File: src/rtl/core/assert_macros.svh
// Assertion macros shared by the allocator RTL.
// Depends on nothing; take it in with a plain include.
`ifndef ASSERT_MACROS_SVH
`define ASSERT_MACROS_SVH

// Same-cycle implication, disabled while reset is asserted.
`define ASSERT_IMPLIES(label, clk, rst_n, ante, cons, msg) \
  label: assert property (@(posedge clk) disable iff (!rst_n) (ante) |-> (cons)) \
    else $error(msg);

// Next-cycle implication, disabled while reset is asserted.
`define ASSERT_NEXT(label, clk, rst_n, ante, cons, msg) \
  label: assert property (@(posedge clk) disable iff (!rst_n) (ante) |=> (cons)) \
    else $error(msg);

// Expression holds at every clock edge out of reset.
`define ASSERT_ALWAYS(label, clk, rst_n, expr, msg) \
  label: assert property (@(posedge clk) disable iff (!rst_n) (expr)) \
    else $error(msg);

`endif

File: src/rtl/core/bmpalloc_pkg.sv
// Shared types and constants of the pool allocator.
// Used by the controller, the datapath and the top level; depends on nothing.
package bmpalloc_pkg;

  localparam int unsigned AddrBits   = 16;
  localparam int unsigned SizeBits   = 17;
  localparam int unsigned AlignBits  = 4;
  localparam int unsigned StatusBits = 3;

  // Size of the address space, also the largest usable pool.
  localparam logic [SizeBits-1:0] SpaceBytes = SizeBits'(64'd1 << AddrBits);
  localparam logic [SizeBits-1:0] PoolReset  = SizeBits'(64'd65536);

  localparam logic OpAlloc = 1'b0;
  localparam logic OpFree  = 1'b1;

  typedef enum logic [StatusBits-1:0] {
    StOk       = 3'd0,
    StOom      = 3'd1,
    StUnknown  = 3'd2,
    StMismatch = 3'd3,
    StFull     = 3'd4
  } status_e;

  // Controller to datapath.
  typedef struct packed {
    logic accept;
    logic scan;
    logic commit;
  } cmd_t;

  // Datapath to controller.
  typedef struct packed {
    logic hit;
    logic miss;
    logic out_free;
  } sts_t;

endpackage

File: src/rtl/core/bmpalloc_ctrl.sv
// Request sequencer of the pool allocator: idle, record scan, finish.
// Depends on bmpalloc_pkg for the command and status structs.
module bmpalloc_ctrl import bmpalloc_pkg::*; (
  input  logic clk_i,
  input  logic rst_ni,
  input  logic in_valid_i,
  output logic in_stall_o,
  input  sts_t sts_i,
  output cmd_t cmd_o
);

  localparam logic [1:0] StIdle   = 2'd0;
  localparam logic [1:0] StScan   = 2'd1;
  localparam logic [1:0] StFinish = 2'd2;

  logic [1:0] state_q, state_d;

  always_comb begin
    state_d = state_q;
    case (state_q)
      StIdle: begin
        if (in_valid_i) state_d = StScan;
      end
      StScan: begin
        if (sts_i.hit || sts_i.miss) state_d = StFinish;
      end
      StFinish: begin
        // hold until the result register can take the result
        if (sts_i.out_free) state_d = StIdle;
      end
      default: state_d = StIdle;
    endcase
  end

  always_ff @(posedge clk_i or negedge rst_ni) begin
    if (!rst_ni) begin
      state_q <= StIdle;
    end else begin
      state_q <= state_d;
    end
  end

  assign in_stall_o    = (state_q != StIdle);
  assign cmd_o.accept = (state_q == StIdle) && in_valid_i;
  assign cmd_o.scan   = (state_q == StScan);
  assign cmd_o.commit = (state_q == StFinish) && sts_i.out_free;

endmodule

File: src/rtl/core/bmpalloc_dp.sv
// Datapath of the pool allocator: record memory, scan pipeline, bump logic,
// counters and result register. Depends on bmpalloc_pkg.
module bmpalloc_dp import bmpalloc_pkg::*; #(
  parameter int unsigned MAX_RECORDS = 64
) (
  input  logic                                 clk_i,
  input  logic                                 rst_ni,
  input  logic                                 cfg_wr_en_i,
  input  logic [SizeBits-1:0]                  cfg_wr_data_i,
  input  logic                                 operation_i,
  input  logic [SizeBits-1:0]                  request_bytes_i,
  input  logic [AlignBits-1:0]                 align_log2_i,
  input  logic [AddrBits-1:0]                  block_address_i,
  input  cmd_t                                 cmd_i,
  output sts_t                                 sts_o,
  input  logic                                 out_stall_i,
  output logic                                 out_valid_o,
  output logic [StatusBits-1:0]                status_o,
  output logic [AddrBits-1:0]                  granted_address_o,
  output logic [SizeBits-1:0]                  used_bytes_o,
  output logic [$clog2(MAX_RECORDS + 1)-1:0]   active_blocks_o,
  output logic [$clog2(MAX_RECORDS + 1)-1:0]   freed_blocks_o
);

  localparam int unsigned IdxW = (MAX_RECORDS > 1) ? $clog2(MAX_RECORDS) : 1;
  localparam int unsigned CntW = $clog2(MAX_RECORDS + 1);

  typedef struct packed {
    logic [AddrBits-1:0] offset;
    logic [SizeBits-1:0] size;
    logic                is_free;
  } rec_t;

  rec_t rec_mem_q [MAX_RECORDS];

  // configuration and request
  logic [SizeBits-1:0]  pool_q;
  logic                 op_q;
  logic [SizeBits-1:0]  bytes_q;
  logic [AlignBits-1:0] lg_q;
  logic [AddrBits-1:0]  addr_q;

  // allocator state
  logic [SizeBits-1:0]  bump_q, bump_d;
  logic [CntW-1:0]      count_q, count_d;
  logic [CntW-1:0]      inuse_q, inuse_d;
  logic [CntW-1:0]      nfree_q, nfree_d;
  logic [AddrBits-1:0]  last_off_q, last_off_d;
  logic                 last_free_q, last_free_d;

  // scan pipeline
  logic [CntW-1:0]      issue_q;
  logic                 rd_vld_q;
  logic [IdxW-1:0]      rd_idx_q;
  rec_t                 rd_rec_q;
  logic                 hit_q;
  logic [IdxW-1:0]      hit_idx_q;
  rec_t                 hit_rec_q;
  logic [SizeBits-1:0]  aligned_q;

  // result register
  logic                 ovalid_q;
  status_e              status_q;
  logic [AddrBits-1:0]  grant_q;
  logic [SizeBits-1:0]  used_q;
  logic [CntW-1:0]      active_q;
  logic [CntW-1:0]      freed_q;

  logic                 rd_en;
  logic [AddrBits-1:0]  off_mask;
  logic                 alloc_fit;
  logic                 free_fit;
  logic                 scan_hit;
  logic [SizeBits:0]    align_m1;
  logic [SizeBits:0]    aligned_sum;
  logic [SizeBits-1:0]  pool_eff;
  logic [SizeBits:0]    end_c;
  logic                 oom;
  logic [CntW-1:0]      cnt_m1;
  logic [IdxW-1:0]      last_idx;
  logic                 replace;
  logic                 full;
  logic                 mem_we;
  logic [IdxW-1:0]      wr_idx;
  rec_t                 wr_rec;
  status_e              status_c;
  logic [AddrBits-1:0]  grant_c;

  // ---------------------------------------------------------------- scan
  assign rd_en    = cmd_i.scan && (issue_q < count_q);
  assign off_mask = ~({AddrBits{1'b1}} << lg_q);
  assign alloc_fit = rd_rec_q.is_free && (rd_rec_q.size >= bytes_q) &&
                     ((rd_rec_q.offset & off_mask) == '0);
  assign free_fit  = (rd_rec_q.offset == addr_q);
  assign scan_hit  = rd_vld_q && ((op_q == OpAlloc) ? alloc_fit : free_fit);

  assign sts_o.hit      = scan_hit;
  assign sts_o.miss     = !rd_vld_q && (issue_q >= count_q);
  assign sts_o.out_free = !ovalid_q || !out_stall_i;

  // round the bump pointer up to the alignment
  assign align_m1    = ~({(SizeBits + 1){1'b1}} << lg_q);
  assign aligned_sum = (({1'b0, bump_q} + align_m1) & ~align_m1);

  always_ff @(posedge clk_i) begin
    if (mem_we) rec_mem_q[wr_idx] <= wr_rec;
    if (rd_en) rd_rec_q <= rec_mem_q[issue_q[IdxW-1:0]];
  end

  always_ff @(posedge clk_i or negedge rst_ni) begin
    if (!rst_ni) begin
      issue_q  <= '0;
      rd_vld_q <= 1'b0;
      hit_q    <= 1'b0;
    end else if (cmd_i.accept) begin
      issue_q  <= '0;
      rd_vld_q <= 1'b0;
      hit_q    <= 1'b0;
    end else if (cmd_i.scan) begin
      issue_q  <= issue_q + CntW'(rd_en);
      rd_vld_q <= rd_en;
      if (scan_hit) hit_q <= 1'b1;
    end
  end

  always_ff @(posedge clk_i) begin
    aligned_q <= aligned_sum[SizeBits-1:0];
    if (rd_en) rd_idx_q <= issue_q[IdxW-1:0];
    if (cmd_i.scan && scan_hit) begin
      hit_idx_q <= rd_idx_q;
      hit_rec_q <= rd_rec_q;
    end
    if (cmd_i.accept) begin
      op_q    <= operation_i;
      bytes_q <= request_bytes_i;
      lg_q    <= align_log2_i;
      addr_q  <= block_address_i;
    end
  end

  // ---------------------------------------------------------------- finish
  assign pool_eff = (pool_q > SpaceBytes) ? SpaceBytes : pool_q;
  assign end_c    = {1'b0, aligned_q} + {1'b0, bytes_q};
  assign oom      = (aligned_q >= SpaceBytes) || (end_c > {1'b0, pool_eff});
  assign cnt_m1   = count_q - CntW'(1);
  assign last_idx = cnt_m1[IdxW-1:0];
  assign replace  = (count_q != '0) && (last_off_q == aligned_q[AddrBits-1:0]);
  assign full     = (count_q == CntW'(MAX_RECORDS));

  always_comb begin
    status_c    = StOk;
    grant_c     = '0;
    mem_we      = 1'b0;
    wr_idx      = hit_idx_q;
    wr_rec      = hit_rec_q;
    bump_d      = bump_q;
    count_d     = count_q;
    inuse_d     = inuse_q;
    nfree_d     = nfree_q;
    last_off_d  = last_off_q;
    last_free_d = last_free_q;
    if (op_q == OpAlloc) begin
      if (hit_q) begin
        // reuse a freed record, keep its size
        mem_we         = 1'b1;
        wr_rec.is_free = 1'b0;
        nfree_d        = nfree_q - CntW'(1);
        inuse_d        = inuse_q + CntW'(1);
        grant_c        = hit_rec_q.offset;
        if (hit_idx_q == last_idx) last_free_d = 1'b0;
      end else if (oom) begin
        status_c = StOom;
      end else if (replace || !full) begin
        mem_we         = 1'b1;
        wr_rec.offset  = aligned_q[AddrBits-1:0];
        wr_rec.size    = bytes_q;
        wr_rec.is_free = 1'b0;
        bump_d         = end_c[SizeBits-1:0];
        grant_c        = aligned_q[AddrBits-1:0];
        last_off_d     = aligned_q[AddrBits-1:0];
        last_free_d    = 1'b0;
        if (replace) begin
          // zero-size tail record at the same offset: overwrite it
          wr_idx = last_idx;
          if (last_free_q) begin
            nfree_d = nfree_q - CntW'(1);
            inuse_d = inuse_q + CntW'(1);
          end
        end else begin
          wr_idx  = count_q[IdxW-1:0];
          count_d = count_q + CntW'(1);
          inuse_d = inuse_q + CntW'(1);
        end
      end else begin
        status_c = StFull;
      end
    end else begin
      if (!hit_q) begin
        status_c = StUnknown;
      end else if (hit_rec_q.size != bytes_q) begin
        status_c = StMismatch;
      end else if (!hit_rec_q.is_free) begin
        mem_we         = 1'b1;
        wr_rec.is_free = 1'b1;
        inuse_d        = inuse_q - CntW'(1);
        nfree_d        = nfree_q + CntW'(1);
        if (hit_idx_q == last_idx) last_free_d = 1'b1;
      end
    end
    mem_we = mem_we && cmd_i.commit;
  end

  always_ff @(posedge clk_i or negedge rst_ni) begin
    if (!rst_ni) begin
      pool_q   <= PoolReset;
      bump_q   <= '0;
      count_q  <= '0;
      inuse_q  <= '0;
      nfree_q  <= '0;
      ovalid_q <= 1'b0;
    end else begin
      if (cfg_wr_en_i) pool_q <= cfg_wr_data_i;
      if (cmd_i.commit) begin
        bump_q   <= bump_d;
        count_q  <= count_d;
        inuse_q  <= inuse_d;
        nfree_q  <= nfree_d;
        ovalid_q <= 1'b1;
      end else if (!out_stall_i) begin
        ovalid_q <= 1'b0;
      end
    end
  end

  always_ff @(posedge clk_i) begin
    if (cmd_i.commit) begin
      last_off_q  <= last_off_d;
      last_free_q <= last_free_d;
      status_q    <= status_c;
      grant_q     <= grant_c;
      used_q      <= bump_d;
      active_q    <= inuse_d;
      freed_q     <= nfree_d;
    end
  end

  assign out_valid_o       = ovalid_q;
  assign status_o          = status_q;
  assign granted_address_o = grant_q;
  assign used_bytes_o      = used_q;
  assign active_blocks_o   = active_q;
  assign freed_blocks_o    = freed_q;

endmodule

File: src/rtl/core/bump_allocator_with_block_reuse_core.sv
// Channel   Handshake               Payload
// request   in_valid_i/in_stall_o   operation, request_bytes, align_log2, block_address
// result    out_valid_o/out_stall_i status, granted_address, used_bytes, active/freed
// config    cfg_wr_en_i             cfg_wr_data_i (pool_bytes)
//
// A request is accepted, then the record memory is read one record per cycle
// over the table; after the read latency and a check for the end of the table
// the result is committed. A hit ends the scan early. The single memory read
// port sets the scan rate. Reset needs no clearing pass; counters clear at once.
// A stalled result holds the request in the finish state until the output
// register is taken.
`include "assert_macros.svh"

module bump_allocator_with_block_reuse_core import bmpalloc_pkg::*; #(
  parameter int unsigned MAX_RECORDS = 64
) (
  input  logic                               clk_i,
  input  logic                               rst_ni,
  input  logic                               cfg_wr_en_i,
  input  logic [SizeBits-1:0]                cfg_wr_data_i,
  input  logic                               in_valid_i,
  output logic                               in_stall_o,
  input  logic                               operation_i,
  input  logic [SizeBits-1:0]                request_bytes_i,
  input  logic [AlignBits-1:0]               align_log2_i,
  input  logic [AddrBits-1:0]                block_address_i,
  output logic                               out_valid_o,
  input  logic                               out_stall_i,
  output logic [StatusBits-1:0]              status_o,
  output logic [AddrBits-1:0]                granted_address_o,
  output logic [SizeBits-1:0]                used_bytes_o,
  output logic [$clog2(MAX_RECORDS + 1)-1:0] active_blocks_o,
  output logic [$clog2(MAX_RECORDS + 1)-1:0] freed_blocks_o
);

  cmd_t ctl_cmd;
  sts_t dp_sts;

  bmpalloc_ctrl u_ctrl (
    .clk_i      (clk_i),
    .rst_ni     (rst_ni),
    .in_valid_i (in_valid_i),
    .in_stall_o (in_stall_o),
    .sts_i      (dp_sts),
    .cmd_o      (ctl_cmd)
  );

  bmpalloc_dp #(
    .MAX_RECORDS (MAX_RECORDS)
  ) u_dp (
    .clk_i             (clk_i),
    .rst_ni            (rst_ni),
    .cfg_wr_en_i       (cfg_wr_en_i),
    .cfg_wr_data_i     (cfg_wr_data_i),
    .operation_i       (operation_i),
    .request_bytes_i   (request_bytes_i),
    .align_log2_i      (align_log2_i),
    .block_address_i   (block_address_i),
    .cmd_i             (ctl_cmd),
    .sts_o             (dp_sts),
    .out_stall_i       (out_stall_i),
    .out_valid_o       (out_valid_o),
    .status_o          (status_o),
    .granted_address_o (granted_address_o),
    .used_bytes_o      (used_bytes_o),
    .active_blocks_o   (active_blocks_o),
    .freed_blocks_o    (freed_blocks_o)
  );

  `ASSERT_ALWAYS(a_one_cmd, clk_i, rst_ni, $onehot0(ctl_cmd), "more than one command issued")
  `ASSERT_IMPLIES(a_commit_room, clk_i, rst_ni, ctl_cmd.commit, dp_sts.out_free, "lost result")
  `ASSERT_NEXT(a_commit_shows, clk_i, rst_ni, ctl_cmd.commit, out_valid_o, "commit without result")
  `ASSERT_NEXT(a_commit_idle, clk_i, rst_ni, ctl_cmd.commit, !in_stall_o, "stuck after commit")

endmodule

File: config.mk
export PLATFORM = sky130hd
export DESIGN_NAME = bump_allocator_with_block_reuse_core
export DESIGN_NICKNAME = d
export VERILOG_FILES = /design/src/rtl/core/bmpalloc_pkg.sv /design/src/rtl/core/bmpalloc_ctrl.sv /design/src/rtl/core/bmpalloc_dp.sv /design/src/rtl/core/bump_allocator_with_block_reuse_core.sv
export VERILOG_INCLUDE_DIRS = /design/src /design/src/rtl/core
export SDC_FILE = /design/constraint.sdc
export NUM_CORES = 2
export LEC_CHECK = 0
export BUFFER_PORTS_ARGS = -buffer_cell sky130_fd_sc_hd__clkbuf_2
export CAP_MARGIN = 30
export CORE_MARGIN = 2
export CORE_UTILIZATION = 33
export DETAILED_ROUTE_END_ITERATION = 6
export PLACE_DENSITY = 0.51
export SETUP_SLACK_MARGIN = 0.2
export SYNTH_ARGS = -nofsm -noshare
export SYNTH_HDL_FRONTEND = slang
export SYNTH_HIERARCHICAL = 1
export SYNTH_SLANG_ARGS = --single-unit
File: constraint.sdc
create_clock -name clk_i -period 13.3 [get_ports clk_i]
set_input_delay 0.665 -clock clk_i [delete_from_list [all_inputs] [get_ports clk_i]]
set_output_delay 0.665 -clock clk_i [all_outputs]
set_load 0.05 [all_outputs]
# Word-level counts from Yosys, hierarchy flattened
# Memories as Yosys holds them, arrays and structs flattened. A register that Yosys moved wholly into a read port is not among the register bits.
# Index checks and enable logic that the tools add are counted.
dict set report totals {
  register_bits 235
  ram_bits 2176
  in_bits 60
  output_inout_bits 52
  n_memories 1
}
dict set report classes {
  addsub 9
  n_lt_le_gt_ge 6
  eq_ne 17
  n_shift 2
  n_mux 77
  n_bitwise 9
  n_reduce_logical 30
}
# name words width read_ports rd_clocked_by_memory_dff write_ports line
set mem_list {}
lappend mem_list {u_dp.rec_mem_q 64 34 1 1 1 bmpalloc_dp.sv:34} ;# rec_t rec_mem_q [MAX_RECORDS];
# operator count
set ops {}
lappend ops {{$mux 7} 20}
lappend ops {{$mux 17} 5}
lappend ops {{$mux 34} 2}
lappend ops {{$mux 33} 2}
lappend ops {{$mux 16} 3}
lappend ops {{$not 17->17} 2}
lappend ops {{$eq 16x16->1} 2}
lappend ops {{$mux 1} 30}
lappend ops {{$mux 6} 5}
lappend ops {{$add 7x1->7 const B} 3}
lappend ops {{$add 17x17->18} 1}
lappend ops {{$gt 18x17->1} 1}
lappend ops {{$shl 18x4->17 const A} 1}
lappend ops {{$add 17x17->17} 1}
lappend ops {{$and 17x17->17} 1}
lappend ops {{$ge 17x17->1} 1}
lappend ops {{$ge 17x17->1 const B} 1}
lappend ops {{$gt 17x17->1 const B} 1}
lappend ops {{$ne 17x17->1} 1}
lappend ops {{$and 16x16->16} 1}
lappend ops {{$logic_not 16->1} 1}
lappend ops {{$not 16->16} 1}
lappend ops {{$shl 16x4->16 const A} 1}
lappend ops {{$mux 3} 5}
lappend ops {{other kinds (27)} 58}

# Depth between registers and ports, before layout
dict set report depth {
  ltp_word 10
  mapped_depth 21
  mapped_depth_nobuf 19
}

# Cells and area by module
# Netlist, hierarchy kept.
# module instances cells_each area_each_um2 seq_area_each_um2
set by_module_without_submodules {}
lappend by_module_without_submodules {bmpalloc_dp 1 4360 96996.8 72866.1}
lappend by_module_without_submodules {bmpalloc_ctrl 1 13 120.1 50.0}

# Worst setup path before layout
# No wires, ideal clock.
dict set report synth_timing {
  path_kind {input to register}
  from {input port out_stall_i}
  to {memory u_dp/rec_mem_q[36][0] (netlist bit) (enable)}
  setup_time_ns 0.511
  arrival_ns 7.754
  required_ns 12.789
  path_slack_ns 5.034
  stages 7
  path_buffers 1
  cell_sequence {nand2_1 > inv_1 > nor2_1 > o21ai_1 > o32a_1 > buf_6 > nor4_1}
}
# item line
set synth_rtl {}
lappend synth_rtl {{from (decl)} bump_allocator_with_block_reuse_core.sv:28} ;# input logic out_stall_i,
lappend synth_rtl {{to (decl)} bmpalloc_dp.sv:34}

# Final worst setup path
dict set report layout_timing {
  from {register u_dp.bytes_q[0]}
  to {memory u_dp/rec_mem_q[56][23] (netlist bit) (enable)}
}
dict set report layout_via {
  elab_chain_len 9
  word_cells_on_any_way 15
}
# item line
set layout_lines {}
lappend layout_lines {{from (decl)} bmpalloc_dp.sv:39} ;# logic [SizeBits-1:0] bytes_q;
lappend layout_lines {{from (signal assigned)} bmpalloc_dp.sv:135} ;# bytes_q <= request_bytes_i;
lappend layout_lines {{$add 17x17->18} bmpalloc_dp.sv:143} ;# assign end_c = {1'b0, aligned_q} + {1'b0, bytes_q};
lappend layout_lines {{$gt 18x17->1} bmpalloc_dp.sv:144} ;# assign oom = (aligned_q >= SpaceBytes) || (end_c > {1'b0, pool_eff});
lappend layout_lines {{$logic_or 1x1->1} bmpalloc_dp.sv:144}
lappend layout_lines {{$mux 1} bmpalloc_dp.sv:171} ;# end else if (oom) begin
lappend layout_lines {{$mux 1} bmpalloc_dp.sv:163} ;# if (hit_q) begin
lappend layout_lines {{$mux 1} bmpalloc_dp.sv:162} ;# if (op_q == OpAlloc) begin
lappend layout_lines {{$logic_and 1x1->1} bmpalloc_dp.sv:210} ;# mem_we = mem_we && cmd_i.commit;
lappend layout_lines {{$mux 1} bmpalloc_dp.sv:106} ;# if (mem_we) rec_mem_q[wr_idx] <= wr_rec;
lappend layout_lines {{$mux 1 (not written as such)} bmpalloc_dp.sv:106}
# Parallel ways exist; a longest one is shown, timed or not.

==> results.md <==
Timing:
- The transition time of the tightest slew-check pin is 1.041 ns.
- The number of hold-slack violations in the final timing report is 0.
- Timing would allow up to 138.0 MHz.
- The count of final max-slew check failures came to 0.
- Clock skew on the completed layout was measured at 0.08403 ns.
- The final critical path takes up 54.50% of the cycle.
- Setup slack closes at 6.052 ns.
- The worst max-slew margin expressed relative to the limit is 30.21%.
- Setup repair after global routing left no endpoint under its margin.
- Setup violations remaining at the end of the flow were counted as 0.
- The final critical path time including I/O delays and setup is 7.249 ns.
- The total negative setup slack is 0 ns.

Place:
- Detailed placement finished with a half-perimeter wire length of 147800 um.
- In this run the cell area measured after placement is 0.1036 sq mm.
- At the end of routability-driven placement, the weighted congestion stood at 0.8438.
- Before CTS, the worst setup slack after placement is 6.158 ns.
- In this run the tool buffered the top-level ports with 111 buffer cells.

Synthesis:
- By instance count, the leading cell after synthesis is sky130_fd_sc_hd__edfxtp_1.
- Summed over its instances, the top area cell type makes up 73.00% of the synthesized netlist area.
- The Yosys step of the flow raised 6 warnings.
- The register area share after synthesis is 75.08%.
- The most used flip-flop cell after synthesis is sky130_fd_sc_hd__edfxtp_1.
- Counting flops and latches in the post-synthesis netlist gives 2445.
- Summing every instance area after synthesis gives 0.09712 sq mm.
- Counting every net in the synthesized netlist gives 4515.
- The biggest area consumer among synthesized cells is sky130_fd_sc_hd__edfxtp_1.
- The number of unique standard cell types used by synthesis is 102.
- Yosys mapped a number of flops with a built-in enable equal to 2361.
- Of all flip-flops after synthesis, the portion carrying an async set or reset was 2.740%.
- The synthesized area divided by synthesized cell count is 22.21 sq um.
- In the synthesized netlist, the cells that appear most often are sky130_fd_sc_hd__edfxtp_1, sky130_fd_sc_hd__mux4_2, sky130_fd_sc_hd__nand2_1.
- The number of cells produced by synthesis is 4373.
- Ranked by total cell area, the synthesized netlist is headed by sky130_fd_sc_hd__edfxtp_1, sky130_fd_sc_hd__mux4_2, sky130_fd_sc_hd__dfrtp_1.

CTS:
- The number of buffers on the longest clock path is 4.
- The CTS tree is yes.
- The clock tree root buffer cell is sky130_fd_sc_hd__clkbuf_16.
- The number of hold-repair buffers added at the cts stage is 4.
- The clock-pin slew of the registers on the worst-case setup and hold paths is 0.07 ns.
- The clock latency at the later pin of the worst-skew pair is 0.85 ns.
- Gates resized during post-CTS repair numbered 0.
- CTS saw 2445 sinks.
- The total setup buffers inserted after CTS is 0.
- The number of buffers created by CTS is 267.
- The H-tree was split into 5 levels.

Critical path:
- The required time of the worst setup path is 13.78 ns.
- The signal on the critical path passes through ha_1 -> inv_1 -> fa_1 -> nor2b_1 -> o21a_1 -> o21ai_0 -> a211o_1 -> nand2_1 -> a21oi_1 -> o211ai_1 -> ha_1 -> nand2_1 -> nor4_1 -> a21oi_1 -> o22ai_2 -> buf_4 -> nand3_2 -> o32a_2 -> buf_4 -> nor3_2 -> buf_4.
- In this design, the critical path's most frequently occurring cell is sky130_fd_sc_hd__buf_4.
- The biggest cell delay along the critical path is 0.93 ns.
- In this run the worst path has a maximum fanout of 32.
- The worst-path cell with the longest stage delay is sky130_fd_sc_hd__nor3_2.
- The type of element launching the critical path is a register.
- The start-to-end type of the worst setup path is register to register.
- The worst setup path is captured at a register.
- The critical path data arrival time is 7.73 ns.

Drt:
- Dividing the detail-routed via count by the number of cells gives 5.243.
- The total number of vias is 46241.
- The final layout contains routed wiring with a total length of 247300 um.
- The first detailed-routing pass took 5 iterations.
- After detailed routing, the average wire length per cell comes to 28.04 um.
- The number of nets with antenna violations after detailed routing is 0.
- The number of DRC markers after the initial detailed-route iteration is 4559.
- In the routed design, unresolved DRC markers number 0.

Run status:
- The flow ran to the end, and the final reports show no timing, DRC or antenna violations.

Power:
- The leakage power summed over all cells is 0.03526 uW.
- The maximum ir drop on the vdd rail is 0.1881 mV.
- The power density over the cells is 200.8 mW/mm^2.

Cells and area:
- The cell area after layout is 0.1121 sq mm.
- At the end of the flow the core is filled with cells to 38.24%.
- The relative area change from synthesis to final layout is 15.48%.
- The share of layout cells above drive strength 1 is 31.65%.
- The final layout net count is 4851.

Global route:
- The total global routing overflow is 0.
- The number of global-route vias before repair is 46586.
- The initial antenna violation count is 29.
- The wire length of the first global-routing pass is 354100 um.
- For this run, the total global-route usage over all layers was measured as 16.31%.
- The largest net degree at the start of global routing is 120.

Floorplanning:
- The number of primary I/O pins is 112.
- The floorplan core area is 0.2933 sq mm.
- The floorplan die width is 546.5 um.
- The effective utilization at floorplan is 33.11%.
- The number of rows created at floorplan is 199.
- The die span in y is 546.5 um.
- The die covers 0.2987 sq mm.

Run:
- The tool flagged a number of max-cap violations equal to 0.

Min path:
- The type of the tightest min-delay check is input port to register.
## worst paths after layout
check / from / to / slack, ns / cells after the start
worst max-delay path: u_dp/bytes_q[0] / u_dp/rec_mem_q[56][23] / 6.05 / 21
worst min register to register: u_dp/rd_idx_q[4] / u_dp/hit_idx_q[4] / 0.42 / 0
max in group asynchronous: rst_ni / u_dp/issue_q[0] / 12.31 / 3
worst min-delay path: block_address_i[5] / u_dp/addr_q[5] / 0.06 / 1
min in group asynchronous: rst_ni / u_dp/pool_q[7] / 0.36 / 2
worst max register to register: u_dp/bytes_q[0] / u_dp/rec_mem_q[56][23] / 6.05 / 21
## power by group
| part | leakage [uW] | total [uW] | switching [uW] | internal (uW) |
|---|---|---|---|---|
| registers | 0.0223 | 9320 | 299 | 9020 |
| clock network | 0.00407 | 7190 | 2950 | 4240 |
| logic | 0.00894 | 6000 | 3410 | 2590 |
| total | 0.0353 | 22500 | 6660 | 15900 |
## kinds of logic (layout without fill, tap and decap cells)
group / count (synthesis) / count (layout) / share of synthesized area (%)
compound gates: 253 / 253 / 1.917
flops: 2445 / 2445 / 75.08
simple gates: 425 / 425 / 2.345
other cells: 0 / 3 / 0
fa+ha+maj: 83 / 83 / 1.082
buf+inv: 273 / 798 / 1.227
xor+xnor: 112 / 112 / 1.010
mux: 782 / 782 / 17.34
## routing by layer
layer / part of all wire (%) / global-route usage (%)
met5: 0 / 0
met4: 1.9 / 3.535
met3: 5.8 / 2.423
met2: 46 / 25.20
met1: 46 / 24.40
## state kept, by name, indices dropped and copies added, names as in the netlist, 16 cells and up
register and count:
u_dp/rec_mem_q 2176, u_dp/hit_rec_q 34, u_dp/rd_rec_q 34, u_dp/aligned_q 17
u_dp/bump_q 17, u_dp/bytes_q 17, u_dp/pool_q 17, u_dp/used_bytes_o 17
u_dp/addr_q 16, u_dp/granted_address_o 16, u_dp/last_off_q 16
## final cells by class
| type | count | area [sq um] |
|---|---|---|
| fillers | 26387 | 181200 |
| flip-flops and latches | 2445 | 72940 |
| multi-input cells | 1655 | 23620 |
| clock buffers | 336 | 7216 |
| well taps | 3919 | 4903 |
| repair buffers | 278 | 2086 |
| clock inverters | 122 | 1151 |
| inverters | 62 | 232.7 |
| diodes | 3 | 7.507 |
## through the flow
stage | hold slack, ns | instances | total power [uW]
2_1_floorplan | 0.3694 | 4373 | 13200
3_3_place_gp | 0.4031 | 8335 | 15520
3_5_place_dp | 0.4057 | 8345 | 15560
4_1_cts | 0.001693 | 8807 | 22780
5_1_grt | 0.02658 | 8818 | 23370
6_report | 0.06310 | 8820 | 22510
## worst max-delay path: cells and delay by family, from the launching register on
family                     cells  cell delay (ns)
adders and majority gates      3             0.82
AOI/OAI and AO/OA              8             2.04
DFF                            1             0.46
buffers and inverters          4             1.28
and+or+nand+nor                6             2.22
## layout by cell type (no fill, tap or decap), types with 13 or more instances in the layout
cell                        Yosys  layout
sky130_fd_sc_hd__a21o_1        13      13
sky130_fd_sc_hd__a21oi_1       54      52
sky130_fd_sc_hd__a22o_1        15      15
sky130_fd_sc_hd__buf_4          8     140
sky130_fd_sc_hd__bufinv_16      0      21
sky130_fd_sc_hd__clkbuf_1     105      55
sky130_fd_sc_hd__clkbuf_16      0     279
sky130_fd_sc_hd__clkbuf_2       1     110
sky130_fd_sc_hd__clkinv_1       2      48
sky130_fd_sc_hd__clkinv_2       0      36
sky130_fd_sc_hd__dfrtp_1       66      60
sky130_fd_sc_hd__dfxtp_1       17      17
sky130_fd_sc_hd__edfxtp_1    2361    2361
sky130_fd_sc_hd__ha_1          80      80
sky130_fd_sc_hd__inv_1         59      59
sky130_fd_sc_hd__mux2_2        61      58
sky130_fd_sc_hd__mux4_2       714     714
sky130_fd_sc_hd__nand2_1      108     106
sky130_fd_sc_hd__nand2b_1      14      14
sky130_fd_sc_hd__nand3_1       23      23
sky130_fd_sc_hd__nand4_1       28      28
sky130_fd_sc_hd__nor2_1        71      69
sky130_fd_sc_hd__nor2b_1       16      16
sky130_fd_sc_hd__nor3_1        73      26
sky130_fd_sc_hd__nor3_2        11      48
sky130_fd_sc_hd__nor4_1        21      13
sky130_fd_sc_hd__o21a_1        14      14
sky130_fd_sc_hd__o21ai_0       51      34
sky130_fd_sc_hd__o21ai_4        0      17
sky130_fd_sc_hd__xnor2_1       75      75
sky130_fd_sc_hd__xor2_1        37      37
No activity file was read; power rests on OpenSTA's default activity.
